$ cat config.mk
export PLATFORM = sky130hd
export DESIGN_NAME = overwrite_oldest_event_fifo
export DESIGN_NICKNAME = d
export VERILOG_FILES = /design/src/oof_pkg.sv /design/src/overwrite_oldest_event_fifo.sv /design/src/oof_ram.sv
export SDC_FILE = /design/constraint.sdc
export NUM_CORES = 2
export LEC_CHECK = 0
export BUFFER_PORTS_ARGS = -buffer_cell sky130_fd_sc_hd__buf_2
export CAP_MARGIN = 20
export CORE_ASPECT_RATIO = 1.2
export CORE_MARGIN = 2
export CORE_UTILIZATION = 62
export DETAILED_ROUTE_END_ITERATION = 10
export PLACE_DENSITY = 0.78
export SYNTH_ARGS = -nofsm -noshare
export SYNTH_HDL_FRONTEND = slang
export SYNTH_HIERARCHICAL = 1
export SYNTH_SLANG_ARGS = --single-unit
$ cat constraint.sdc
create_clock -name clk -period 7.8 [get_ports clk]
set_input_delay 1.56 -clock clk [delete_from_list [all_inputs] [get_ports clk]]
set_output_delay 1.56 -clock clk [all_outputs]
set_load 0.1 [all_outputs]
$ cat src/oof_pkg.sv
// shared constants, types and pointer helpers of the overwrite-oldest event fifo
package oof_pkg;

    localparam int MAX_ENTRIES = 64;
    localparam int PTR_W       = $clog2(MAX_ENTRIES);
    localparam int CNT_W       = $clog2(MAX_ENTRIES + 1);

    localparam int OP_W     = 2;
    localparam int TIME_W   = 32;
    localparam int CONF_W   = 16;
    localparam int CFG_W    = 7;
    localparam int LIMIT_W  = 7;
    localparam int OCC_W    = 7;
    localparam int STATUS_W = 2;
    localparam int OVF_W    = 32;
    localparam int ENTRY_W  = TIME_W + CONF_W;

    typedef enum logic [OP_W-1:0] {
        OP_PUSH  = 2'd0,
        OP_POP   = 2'd1,
        OP_PEEK  = 2'd2,
        OP_CLEAR = 2'd3
    } op_t;

    typedef enum logic [STATUS_W-1:0] {
        STATUS_DONE      = 2'd0,
        STATUS_OVERWRITE = 2'd1,
        STATUS_REFUSED   = 2'd2
    } status_t;

    typedef enum logic {
        S_IDLE,
        S_EXEC
    } state_t;

    // advance a ring pointer, wrapping at the capacity in use
    function automatic logic [PTR_W-1:0] next_slot(input logic [PTR_W-1:0] p,
                                                   input logic [CNT_W-1:0] cap);
        logic [CNT_W-1:0] sum;
        begin
            sum = CNT_W'(p) + CNT_W'(1);
            return (sum >= cap) ? '0 : sum[PTR_W-1:0];
        end
    endfunction

    // zero or oversized capacity means the full ring
    function automatic logic [CNT_W-1:0] eff_capacity(input logic [CFG_W-1:0] c);
        begin
            if (c == '0 || c > CFG_W'(MAX_ENTRIES))
                return CNT_W'(MAX_ENTRIES);
            else
                return c[CNT_W-1:0];
        end
    endfunction

endpackage

$ cat src/overwrite_oldest_event_fifo.sv
// top level of the overwrite-oldest event fifo: control, pointers and result register
// a command beat is captured and executed in S_EXEC; its result beat is registered once
//   the result register is free; no new command is taken until S_EXEC is left, and a peek
//   sends its entries one per cycle while the result side does not stall
// reset: pointers, occupancy, overflow counter and capacity (full ring) clear at once
//   on rst_n low; entry ram contents stay undefined until written, no clearing pass
module overwrite_oldest_event_fifo (
    input  logic                          clk,
    input  logic                          rst_n,
    // configuration write
    input  logic                          cfg_write,
    input  logic [oof_pkg::CFG_W-1:0]     capacity_in_use,
    // command channel
    input  logic                          cmd_valid,
    output logic                          cmd_stall,
    input  logic [oof_pkg::OP_W-1:0]      operation,
    input  logic [oof_pkg::TIME_W-1:0]    event_time,
    input  logic [oof_pkg::CONF_W-1:0]    event_confidence,
    input  logic [oof_pkg::LIMIT_W-1:0]   peek_limit,
    // result channel
    output logic                          res_valid,
    input  logic                          res_stall,
    output logic [oof_pkg::STATUS_W-1:0]  status,
    output logic [oof_pkg::TIME_W-1:0]    out_time,
    output logic [oof_pkg::CONF_W-1:0]    out_confidence,
    output logic                          run_end,
    output logic [oof_pkg::OCC_W-1:0]     occupancy,
    output logic [oof_pkg::OVF_W-1:0]     overflow_total
);

    import oof_pkg::*;

    // control state
    state_t             state_reg, state_next;
    logic [PTR_W-1:0]   wp_reg, wp_next;
    logic [PTR_W-1:0]   rp_reg, rp_next;
    logic [PTR_W-1:0]   scan_reg, scan_next;     // slot whose data sits on the ram output
    logic [CNT_W-1:0]   held_reg, held_next;
    logic [CNT_W-1:0]   cap_reg, cap_next;
    logic [CNT_W-1:0]   count_reg, count_next;   // peek beats already sent
    logic [OVF_W-1:0]   ovf_reg, ovf_next;
    logic               res_valid_reg, res_valid_next;

    // captured command, payload only
    logic [OP_W-1:0]    op_reg;
    logic [TIME_W-1:0]  time_reg;
    logic [CONF_W-1:0]  conf_reg;
    logic [LIMIT_W-1:0] limit_reg;

    // result payload
    logic [STATUS_W-1:0] status_reg, status_next;
    logic [TIME_W-1:0]   otime_reg, otime_next;
    logic [CONF_W-1:0]   oconf_reg, oconf_next;
    logic                run_end_reg, run_end_next;
    logic [OCC_W-1:0]    occ_reg, occ_next;
    logic [OVF_W-1:0]    ovf_out_reg, ovf_out_next;

    // ram side
    logic               ram_we;
    logic [ENTRY_W-1:0] ram_rd_data;

    logic               cmd_accept;
    logic               out_free;
    logic               emit;
    logic               peek_last;
    logic [CNT_W-1:0]   peek_n;

    // commands are taken only while nothing is in flight
    assign cmd_stall  = (state_reg != S_IDLE);
    assign cmd_accept = cmd_valid && !cmd_stall;

    // result register can take a new beat when empty or being drained
    assign out_free = !res_valid_reg || !res_stall;

    // peek length is the smaller of occupancy and the limit
    always_comb
    begin
        if (OCC_W'(held_reg) < limit_reg)
            peek_n = held_reg;
        else
            peek_n = limit_reg[CNT_W-1:0];
    end

    assign peek_last = ((count_reg + CNT_W'(1)) == peek_n);

    oof_ram #(
        .WIDTH (ENTRY_W),
        .DEPTH (MAX_ENTRIES)
    ) u_entry_ram (
        .clk     (clk),
        .wr_en   (ram_we),
        .wr_addr (wp_reg),
        .wr_data ({time_reg, conf_reg}),
        .rd_addr (scan_next),
        .rd_data (ram_rd_data)
    );

    always_ff @(posedge clk or negedge rst_n)
    begin
        if (!rst_n)
        begin
            state_reg     <= S_IDLE;
            wp_reg        <= '0;
            rp_reg        <= '0;
            scan_reg      <= '0;
            held_reg      <= '0;
            cap_reg       <= eff_capacity(CFG_W'(MAX_ENTRIES));
            count_reg     <= '0;
            ovf_reg       <= '0;
            res_valid_reg <= 1'b0;
        end
        else
        begin
            state_reg     <= state_next;
            wp_reg        <= wp_next;
            rp_reg        <= rp_next;
            scan_reg      <= scan_next;
            held_reg      <= held_next;
            cap_reg       <= cap_next;
            count_reg     <= count_next;
            ovf_reg       <= ovf_next;
            res_valid_reg <= res_valid_next;
        end
    end

    always_ff @(posedge clk)
    begin
        if (cmd_accept)
        begin
            op_reg    <= operation;
            time_reg  <= event_time;
            conf_reg  <= event_confidence;
            limit_reg <= peek_limit;
        end
        status_reg  <= status_next;
        otime_reg   <= otime_next;
        oconf_reg   <= oconf_next;
        run_end_reg <= run_end_next;
        occ_reg     <= occ_next;
        ovf_out_reg <= ovf_out_next;
    end

    // next state, pointer updates and result beat
    always_comb
    begin
        state_next     = state_reg;
        wp_next        = wp_reg;
        rp_next        = rp_reg;
        held_next      = held_reg;
        cap_next       = cap_reg;
        count_next     = count_reg;
        ovf_next       = ovf_reg;
        res_valid_next = res_valid_reg && res_stall;
        status_next    = status_reg;
        otime_next     = otime_reg;
        oconf_next     = oconf_reg;
        run_end_next   = run_end_reg;
        occ_next       = occ_reg;
        ovf_out_next   = ovf_out_reg;
        ram_we         = 1'b0;
        emit           = 1'b0;
        scan_next      = rp_reg;
        case (state_reg)
            S_IDLE:
            begin
                if (cmd_accept)
                begin
                    state_next = S_EXEC;
                    count_next = '0;
                end
            end
            S_EXEC:
            begin
                // a stalled peek keeps rereading the same slot
                if (op_t'(op_reg) == OP_PEEK)
                    scan_next = scan_reg;
                if (out_free)
                begin
                    emit         = 1'b1;
                    state_next   = S_IDLE;
                    status_next  = STATUS_DONE;
                    otime_next   = '0;
                    oconf_next   = '0;
                    run_end_next = 1'b1;
                    case (op_t'(op_reg))
                        OP_PUSH:
                        begin
                            if (time_reg == '0)
                            begin
                                status_next = STATUS_REFUSED;
                            end
                            else
                            begin
                                ram_we  = 1'b1;
                                wp_next = next_slot(wp_reg, cap_reg);
                                if (held_reg < cap_reg)
                                begin
                                    held_next = held_reg + CNT_W'(1);
                                end
                                else
                                begin
                                    // ring full: oldest entry is dropped
                                    rp_next     = next_slot(rp_reg, cap_reg);
                                    ovf_next    = ovf_reg + OVF_W'(1);
                                    status_next = STATUS_OVERWRITE;
                                end
                            end
                        end
                        OP_POP:
                        begin
                            if (held_reg == '0)
                            begin
                                status_next = STATUS_REFUSED;
                            end
                            else
                            begin
                                otime_next = ram_rd_data[ENTRY_W-1:CONF_W];
                                oconf_next = ram_rd_data[CONF_W-1:0];
                                rp_next    = next_slot(rp_reg, cap_reg);
                                held_next  = held_reg - CNT_W'(1);
                            end
                        end
                        OP_PEEK:
                        begin
                            if (peek_n == '0)
                            begin
                                status_next = STATUS_REFUSED;
                                scan_next   = rp_reg;
                            end
                            else
                            begin
                                otime_next   = ram_rd_data[ENTRY_W-1:CONF_W];
                                oconf_next   = ram_rd_data[CONF_W-1:0];
                                run_end_next = peek_last;
                                if (peek_last)
                                begin
                                    scan_next = rp_reg;
                                end
                                else
                                begin
                                    state_next = S_EXEC;
                                    count_next = count_reg + CNT_W'(1);
                                    scan_next  = next_slot(scan_reg, cap_reg);
                                end
                            end
                        end
                        OP_CLEAR:
                        begin
                            wp_next   = '0;
                            rp_next   = '0;
                            held_next = '0;
                        end
                        default:
                        begin
                            status_next = STATUS_REFUSED;
                        end
                    endcase
                    if (op_t'(op_reg) != OP_PEEK)
                        scan_next = rp_next;
                end
            end
            default:
            begin
                state_next = S_IDLE;
            end
        endcase

        if (emit)
        begin
            res_valid_next = 1'b1;
            occ_next       = OCC_W'(held_next);
            ovf_out_next   = ovf_next;
        end

        // capacity write empties the ring, overflow count is kept
        if (cfg_write)
        begin
            cap_next  = eff_capacity(capacity_in_use);
            wp_next   = '0;
            rp_next   = '0;
            held_next = '0;
            scan_next = '0;
        end
    end

    assign res_valid      = res_valid_reg;
    assign status         = status_reg;
    assign out_time       = otime_reg;
    assign out_confidence = oconf_reg;
    assign run_end        = run_end_reg;
    assign occupancy      = occ_reg;
    assign overflow_total = ovf_out_reg;

    // pointers and occupancy stay inside the ring in use
    a_ring_bounds: assert property (@(posedge clk) disable iff (!rst_n)
        (CNT_W'(rp_reg) < cap_reg) && (CNT_W'(wp_reg) < cap_reg) && (held_reg <= cap_reg))
        else $error("ring pointer or occupancy outside capacity");

    // between commands the ram read address tracks the oldest entry
    a_scan_idle: assert property (@(posedge clk) disable iff (!rst_n)
        (state_reg == S_IDLE) |-> (scan_reg == rp_reg))
        else $error("read address not at oldest entry while idle");

    // a refused beat is always the last beat and carries no entry
    a_refused_beat: assert property (@(posedge clk) disable iff (!rst_n)
        (res_valid_reg && (status_reg == STATUS_REFUSED))
            |-> (run_end_reg && (otime_reg == '0) && (oconf_reg == '0)))
        else $error("refused beat with entry data or not last");

    // a push that overwrote leaves the ring full
    a_overwrite_full: assert property (@(posedge clk) disable iff (!rst_n)
        (state_reg == S_EXEC && out_free && !cfg_write && status_next == STATUS_OVERWRITE
            && op_t'(op_reg) == OP_PUSH) |=> (held_reg == cap_reg))
        else $error("overwrite without full ring");

endmodule

$ cat src/oof_ram.sv
// generic single-port-write, single-port-read ram with registered read data
module oof_ram #(
    parameter int WIDTH = 8,
    parameter int DEPTH = 16
) (
    input  logic                     clk,
    input  logic                     wr_en,
    input  logic [$clog2(DEPTH)-1:0] wr_addr,
    input  logic [WIDTH-1:0]         wr_data,
    input  logic [$clog2(DEPTH)-1:0] rd_addr,
    output logic [WIDTH-1:0]         rd_data
);

    logic [WIDTH-1:0] mem_reg [DEPTH];
    logic [WIDTH-1:0] rd_data_reg;

    always_ff @(posedge clk)
    begin
        if (wr_en)
        begin
            mem_reg[wr_addr] <= wr_data;
        end
        rd_data_reg <= mem_reg[rd_addr];
    end

    assign rd_data = rd_data_reg;

endmodule

## Yosys cells after proc, flatten, opt, wreduce, memory -nomap -nowiden

Memory sizes are Yosys's and may differ from the RTL's. A register that Yosys moved wholly into a read port is not among the register bits.
Cells that the tools add are included.

| storage, ports and cells | value |
|---|---|
| bits in writable memories | 3072 |
| memories kept | 1 |
| output and inout port bits | 92 |
| word-level logic and storage cells | 135 |
| bits of input ports | 69 |
| flip-flop bits (word level) | 220 |

Memories:

| name | depth | bits a word | read ports | clocked after memory_dff | write ports | RTL line | RTL |
|---|---|---|---|---|---|---|---|
| u_entry_ram.mem_reg | 64 | 48 | 1 | 1 | 1 | oof_ram.sv:14 | `logic [WIDTH-1:0] mem_reg [DEPTH];` |

| cells by class | value |
|---|---|
| reductions and logical operators | 20 |
| equal/unequal tests | 11 |
| multiplexer cells | 69 |
| bitwise logic cells | 2 |
| $lt $le $gt $ge | 6 |
| add/sub/neg operators | 7 |

Operators by type and width:

| kind | number |
|---|---|
| 2-to-1 mux 32 bit | 7 |
| 2-to-1 mux 6 bit | 21 |
| 2-to-1 mux 7 bit | 13 |
| case mux 32 bit (2 select lines) | 1 |
| adder 32 x 1 -> 32 bit (second input constant) | 1 |
| zero test 32 bit | 1 |
| 2-to-1 mux 16 bit | 2 |
| case mux 16 bit (2 select lines) | 1 |
| adder 6 x 1 -> 7 bit (second input constant) | 3 |
| >= comparator 7 bit | 3 |
| zero test 7 bit | 3 |
| case mux 7 bit (3 select lines) | 1 |
| case mux 6 bit (3 select lines) | 1 |
| 2-to-1 mux 1 bit | 15 |
| adder 7 x 1 -> 7 bit (second input constant) | 2 |
| < comparator 7 bit | 2 |
| case mux 7 bit (2 select lines) | 1 |
| case mux 6 bit (2 select lines) | 1 |
| != test 2 bit (second input constant) | 4 |
| == test 7 bit | 1 |
| greater-than comparator 7 bit (second input constant) | 1 |
| subtractor 7 x 1 -> 7 bit (second input constant) | 1 |
| 2-to-1 mux 2 bit | 3 |
| case mux 2 bit (3 select lines) | 1 |
| 16 further kinds | 25 |

## Depth between registers and ports, before layout

| logic depth | value |
|---|---|
| depth after elaboration | 10 |
| mapped depth | 22 |
| gate-level depth less buffers | 17 |

## Hierarchy

Netlist, hierarchy kept.

By module, submodules not included:

| module | area each (µm²) | times used | cells an instance |
|---|---|---|---|
| oof_ram | 117117.3 | 1 | 4970 |
| overwrite_oldest_event_fifo | 9875.7 | 1 | 781 |

## Worst setup path before layout

No wires, ideal clock.

| path | value |
|---|---|
| path type | in2reg |
| start point | input port res_stall |
| end point | memory u_entry_ram/mem_reg[48][0] (netlist name), enable pin |
| data arrival time | 6033 ps |
| path slack | 1254 ps |
| cell stages on the path | 6 |
| library setup time | 513 ps |
| required time | 7287 ps |
| path buffers | 0 |
| cell sequence | nand2_1 -> nand2_1 -> nor3b_1 -> nor2b_1 -> nand4b_1 -> nor3_1 |

| between the ends | value |
|---|---|
| longest elaborated chain between the ends | 6 |

RTL lines:

| item | RTL line | RTL |
|---|---|---|
| from (decl) | overwrite_oldest_event_fifo.sv:22 | `input logic res_stall,` |
| zero test 1 bit | overwrite_oldest_event_fifo.sv:73 | `assign out_free = !res_valid_reg \|\| !res_stall;` |
| logical OR 1 bit | overwrite_oldest_event_fifo.sv:73 |  |
| 2-to-1 mux 1 bit | overwrite_oldest_event_fifo.sv:177 | `if (out_free)` |
| 2-to-1 mux 1 bit | overwrite_oldest_event_fifo.sv:163 | `case (state_reg)` |
| named net ram_we | overwrite_oldest_event_fifo.sv:59 | `logic ram_we;` |
| 2-to-1 mux 1 bit | oof_ram.sv:19 | `if (wr_en)` |
| 2-to-1 mux 1 bit (not written as such) | oof_ram.sv:21 | `mem_reg[wr_addr] <= wr_data;` |
| to (decl) | oof_ram.sv:14 |  |

The timed path passes the listed nets, and every way through them passes these cells.

## Final worst setup path

| path | value |
|---|---|
| start point | register time_reg[16] |
| end point | register u_entry_ram.rd_data_reg[43] (netlist: u_entry_ram/rd_data[43]), read port of u_entry_ram.mem_reg |

| between the ends | value |
|---|---|
| longest elaborated chain between the ends | 7 |

RTL lines:

| item | RTL line | RTL |
|---|---|---|
| from (decl) | overwrite_oldest_event_fifo.sv:46 | `logic [TIME_W-1:0] time_reg;` |
| from (signal assigned) | overwrite_oldest_event_fifo.sv:131 | `time_reg <= event_time;` |
| zero test 32 bit | overwrite_oldest_event_fifo.sv:188 | `if (time_reg == '0)` |
| 2-to-1 mux 6 bit | overwrite_oldest_event_fifo.sv:188 |  |
| case mux 6 bit (3 select lines) | overwrite_oldest_event_fifo.sv:185 | `case (op_t'(op_reg))` |
| 2-to-1 mux 6 bit | overwrite_oldest_event_fifo.sv:258 | `if (op_t'(op_reg) != OP_PEEK)` |
| 2-to-1 mux 6 bit | overwrite_oldest_event_fifo.sv:177 |  |
| 2-to-1 mux 6 bit | overwrite_oldest_event_fifo.sv:163 |  |
| 2-to-1 mux 6 bit | overwrite_oldest_event_fifo.sv:276 | `if (cfg_write)` |
| named net scan_next[3] | overwrite_oldest_event_fifo.sv:37 | `logic [PTR_W-1:0] scan_reg, scan_next;` |
| to (decl) | oof_ram.sv:15 | `logic [WIDTH-1:0] rd_data_reg;` |

The timed path passes the listed nets, and every way through them passes these cells.
A chain may end at the register's enable or synchronous reset.

==> results.py <==
metrics = {
    "run_status": {
        "status": "finished clean",
    },
    "worst_setup_path": {
        "worstPathMaxFanout": 65,
        "cp-start-kind": "flip-flop",
        "end_kind": "flip-flop",
        "arrival_ns": 7.99,
        "worstPathRequired_ns": 8.62,
        "crit_type": "reg2reg",
    },
    "synth": {
        "synth-seq-cells": 3340,
        "synth_edf_count": 3219,
        "syn_area_per_cell_sq_um": 22.08,
        "synth.largest_area_cell": "edfxtp_1",
        "synth.distinct_cells": 71,
        "yosys_warnings": 6,
        "synth_top_cell_area_share_pct": 76.12,
        "ys.flop_type": "edfxtp_1",
        "async_reset_ff_share_pct": 2.186,
        "yosysSeqAreaShare_pct": 78.31,
        "syn_inst": 5751,
        "synth.most_common_cell": "edfxtp_1",
        "synthTopCellsByCount": "edfxtp_1, mux4_2, nor2_1",
        "syn_nets": 5865,
        "synth_area_sq_mm": 0.1270,
        "synthTopCellsByArea": "edfxtp_1, mux4_2, dfrtp_1",
    },
    "die": {
        "top_level_ports": 161,
        "initial_core_util_pct": 62.17,
        "rows": 182,
        "coreArea_sq_mm": 0.2043,
        "die_w_um": 417.1,
        "die-height_um": 499.8,
        "die_area_sq_mm": 0.2085,
    },
    "timing": {
        "rsz0062_at_grt": "no",
        "fin_crit_ns": 7.170,
        "hold_viol_final": 0,
        "worst_pin_slew_ns": 1.292,
        "whs_ns": 0.4619,
        "fmax_mhz": 139.5,
        "slew_headroom_pct": 13.53,
        "setup_violations": 0,
        "final.setup.tns_ns": 0,
        "finClkSkew_ns": 0.05712,
        "slew_viol_final": 0,
        "finalCritPeriodShare_pct": 91.92,
    },
    "drt": {
        "drc": 0,
        "dr.pass1.iters": 9,
        "ant_nets": 0,
        "wl_per_cell_um": 39.16,
        "num_vias": 66465,
        "drt_iter0_markers": 11928,
        "drt_wl_total_um": 356100,
        "vias_per_cell": 7.309,
    },
    "cts": {
        "cts_made_buffers": 322,
        "cts_buffer_depth": 4,
        "post_cts.repair.setup_buffers": 0,
        "htree_levels": 5,
        "clock_sinks": 3340,
        "postCtsResizedCells": 0,
        "clk_pin_slew_worst_paths_ns": 0.07,
        "worstSkewPairLatency_ns": 0.98,
        "root_buffer": "clkbuf_16",
        "postCtsHoldBufs": 0,
        "cts_tree": "done",
    },
    "placement": {
        "dp_hpwl_um": 184600,
        "portBuffers": 160,
        "gp_congestion": 0.9209,
        "placed_cells": 8524,
    },
    "global_routing": {
        "antenna_found_initial": 20,
        "first_global_vias": 67447,
        "grtUsageTotal_pct": 34.25,
        "grt_pass1_wl_um": 497100,
        "overflow": 0,
        "grt_max_degree": 114,
    },
    "cells_and_area": {
        "syn_to_final_growth_pct": 12.37,
        "layout-drive-gt1-share_pct": 26.89,
        "fin_nets": 6305,
        "layoutNonFillerInstCount": 9094,
        "nFillCells": 11216,
        "largest_reg_flops": 3072,
        "post-route-util_pct": 69.86,
    },
    "worst_hold_path": {
        "min_path_type": "reg2reg",
    },
    "run": {
        "drv_cap": 0,
    },
    "pwr": {
        "ir_drop_v": 0.0002742,
        "p_per_area_mw_per_mm2": 331.0,
        "leakage_nw": 44.92,
    },
}
## cells by family (layout without fill, tap and decap cells)
family | count (synthesis) | in the layout | synth area share (%)
flops | 3340 | 3340 | 78.31
mux | 845 | 845 | 14.10
compound gates | 605 | 605 | 3.413
simple gates | 526 | 526 | 2.006
buf+inv | 337 | 1009 | 1.357
xor+xnor | 53 | 53 | 0.3655
fa+ha+maj | 45 | 45 | 0.4434
other cells | 0 | 3 | 0
## per-layer routing
layer	up-vias	GRT usage, %	wire length [um]
met5	-	0.04644	137
met4	22	17.88	21930
met3	1266	9.790	50380
met2	6090	54.69	172500
met1	33914	43.24	111100
li1	25173	-	-
## worst paths after layout
check / cells past startpoint / from / slack [ns] / endpoint
setup / recovery: 17 / time_reg[16] / 0.63 / u_entry_ram/rd_data[43]
hold / removal: 1 / ovf_reg[31] / 0.46 / ovf_reg[31]
setup reg to reg: 17 / time_reg[16] / 0.63 / u_entry_ram/rd_data[43]
hold reg to reg: 1 / ovf_reg[31] / 0.46 / ovf_reg[31]
max in group asynchronous: 2 / rst_n / 6.25 / held_reg[6]
min in group asynchronous: 2 / rst_n / 0.85 / ovf_reg[25]
## cell type report
cell class | count | area, sq um | share of cell area (%)
clock inverters | 138 | 1254 | 0.8786
diodes | 3 | 7.507 | 0.005261
clock buffers | 418 | 8748 | 6.131
flip-flops and latches | 3340 | 99450 | 69.69
multi-input cells | 2074 | 26400 | 18.50
repair buffers | 421 | 3376 | 2.366
well taps | 2668 | 3338 | 2.339
inverters | 32 | 123.9 | 0.08681
## critical path, cell delays in order (launching register included)
cell      delay (ns)
edfxtp_1        0.40
buf_4           0.31
nor4_2          1.08
nand4_1         0.68
nor2_1          0.25
buf_4           0.17
nand3b_1        0.11
a21bo_2         0.22
a21o_1          0.10
a22oi_1         0.05
a21o_1          0.22
nor4_2          0.84
buf_4           0.49
nor2b_4         0.68
buf_4           0.56
a22o_1          0.23
a221oi_1        0.06
a221oi_1        0.47
## report_power, final
group          internal (mW)  leakage, nW  total, mW  switching, mW
clock network           8.65         4.91       15.2           6.57
registers               20.7         30.4       21.1          0.397
logic                   3.93         9.60       10.9           6.99
## through the flow
| step | cell area [sq um] | power [mW] | worst slack, ns |
|---|---|---|---|
| floorplan | 127000 | 28.81 | 1.254 |
| global placement | 132300 | 31.77 | 0.5562 |
| detailed placement | 132500 | 31.96 | 0.9700 |
| CTS | 142500 | 47.13 | 1.034 |
| global route | 142700 | 48.28 | 0.4530 |
| finish | 142700 | 47.23 | 0.6299 |
## layout by cell type, fill, tap and decap left out, drive strengths merged, types with 45 or more instances in the layout
cell type  netlist  routed
dfxtp           48      48
mux4           754     754
mux2i           77      77
a22o            57      57
a22oi           74      74
clkinv           0     106
and2            54      54
nand2          120     120
dfrtp           72      72
a21oi           97      97
buf            190     421
a221oi          86      86
clkbuf         115     418
edfxtp        3219    3219
nor2           172     172
ha              45      45
o22ai          133     133
Note: power is estimated with default switching activity, not from simulation.
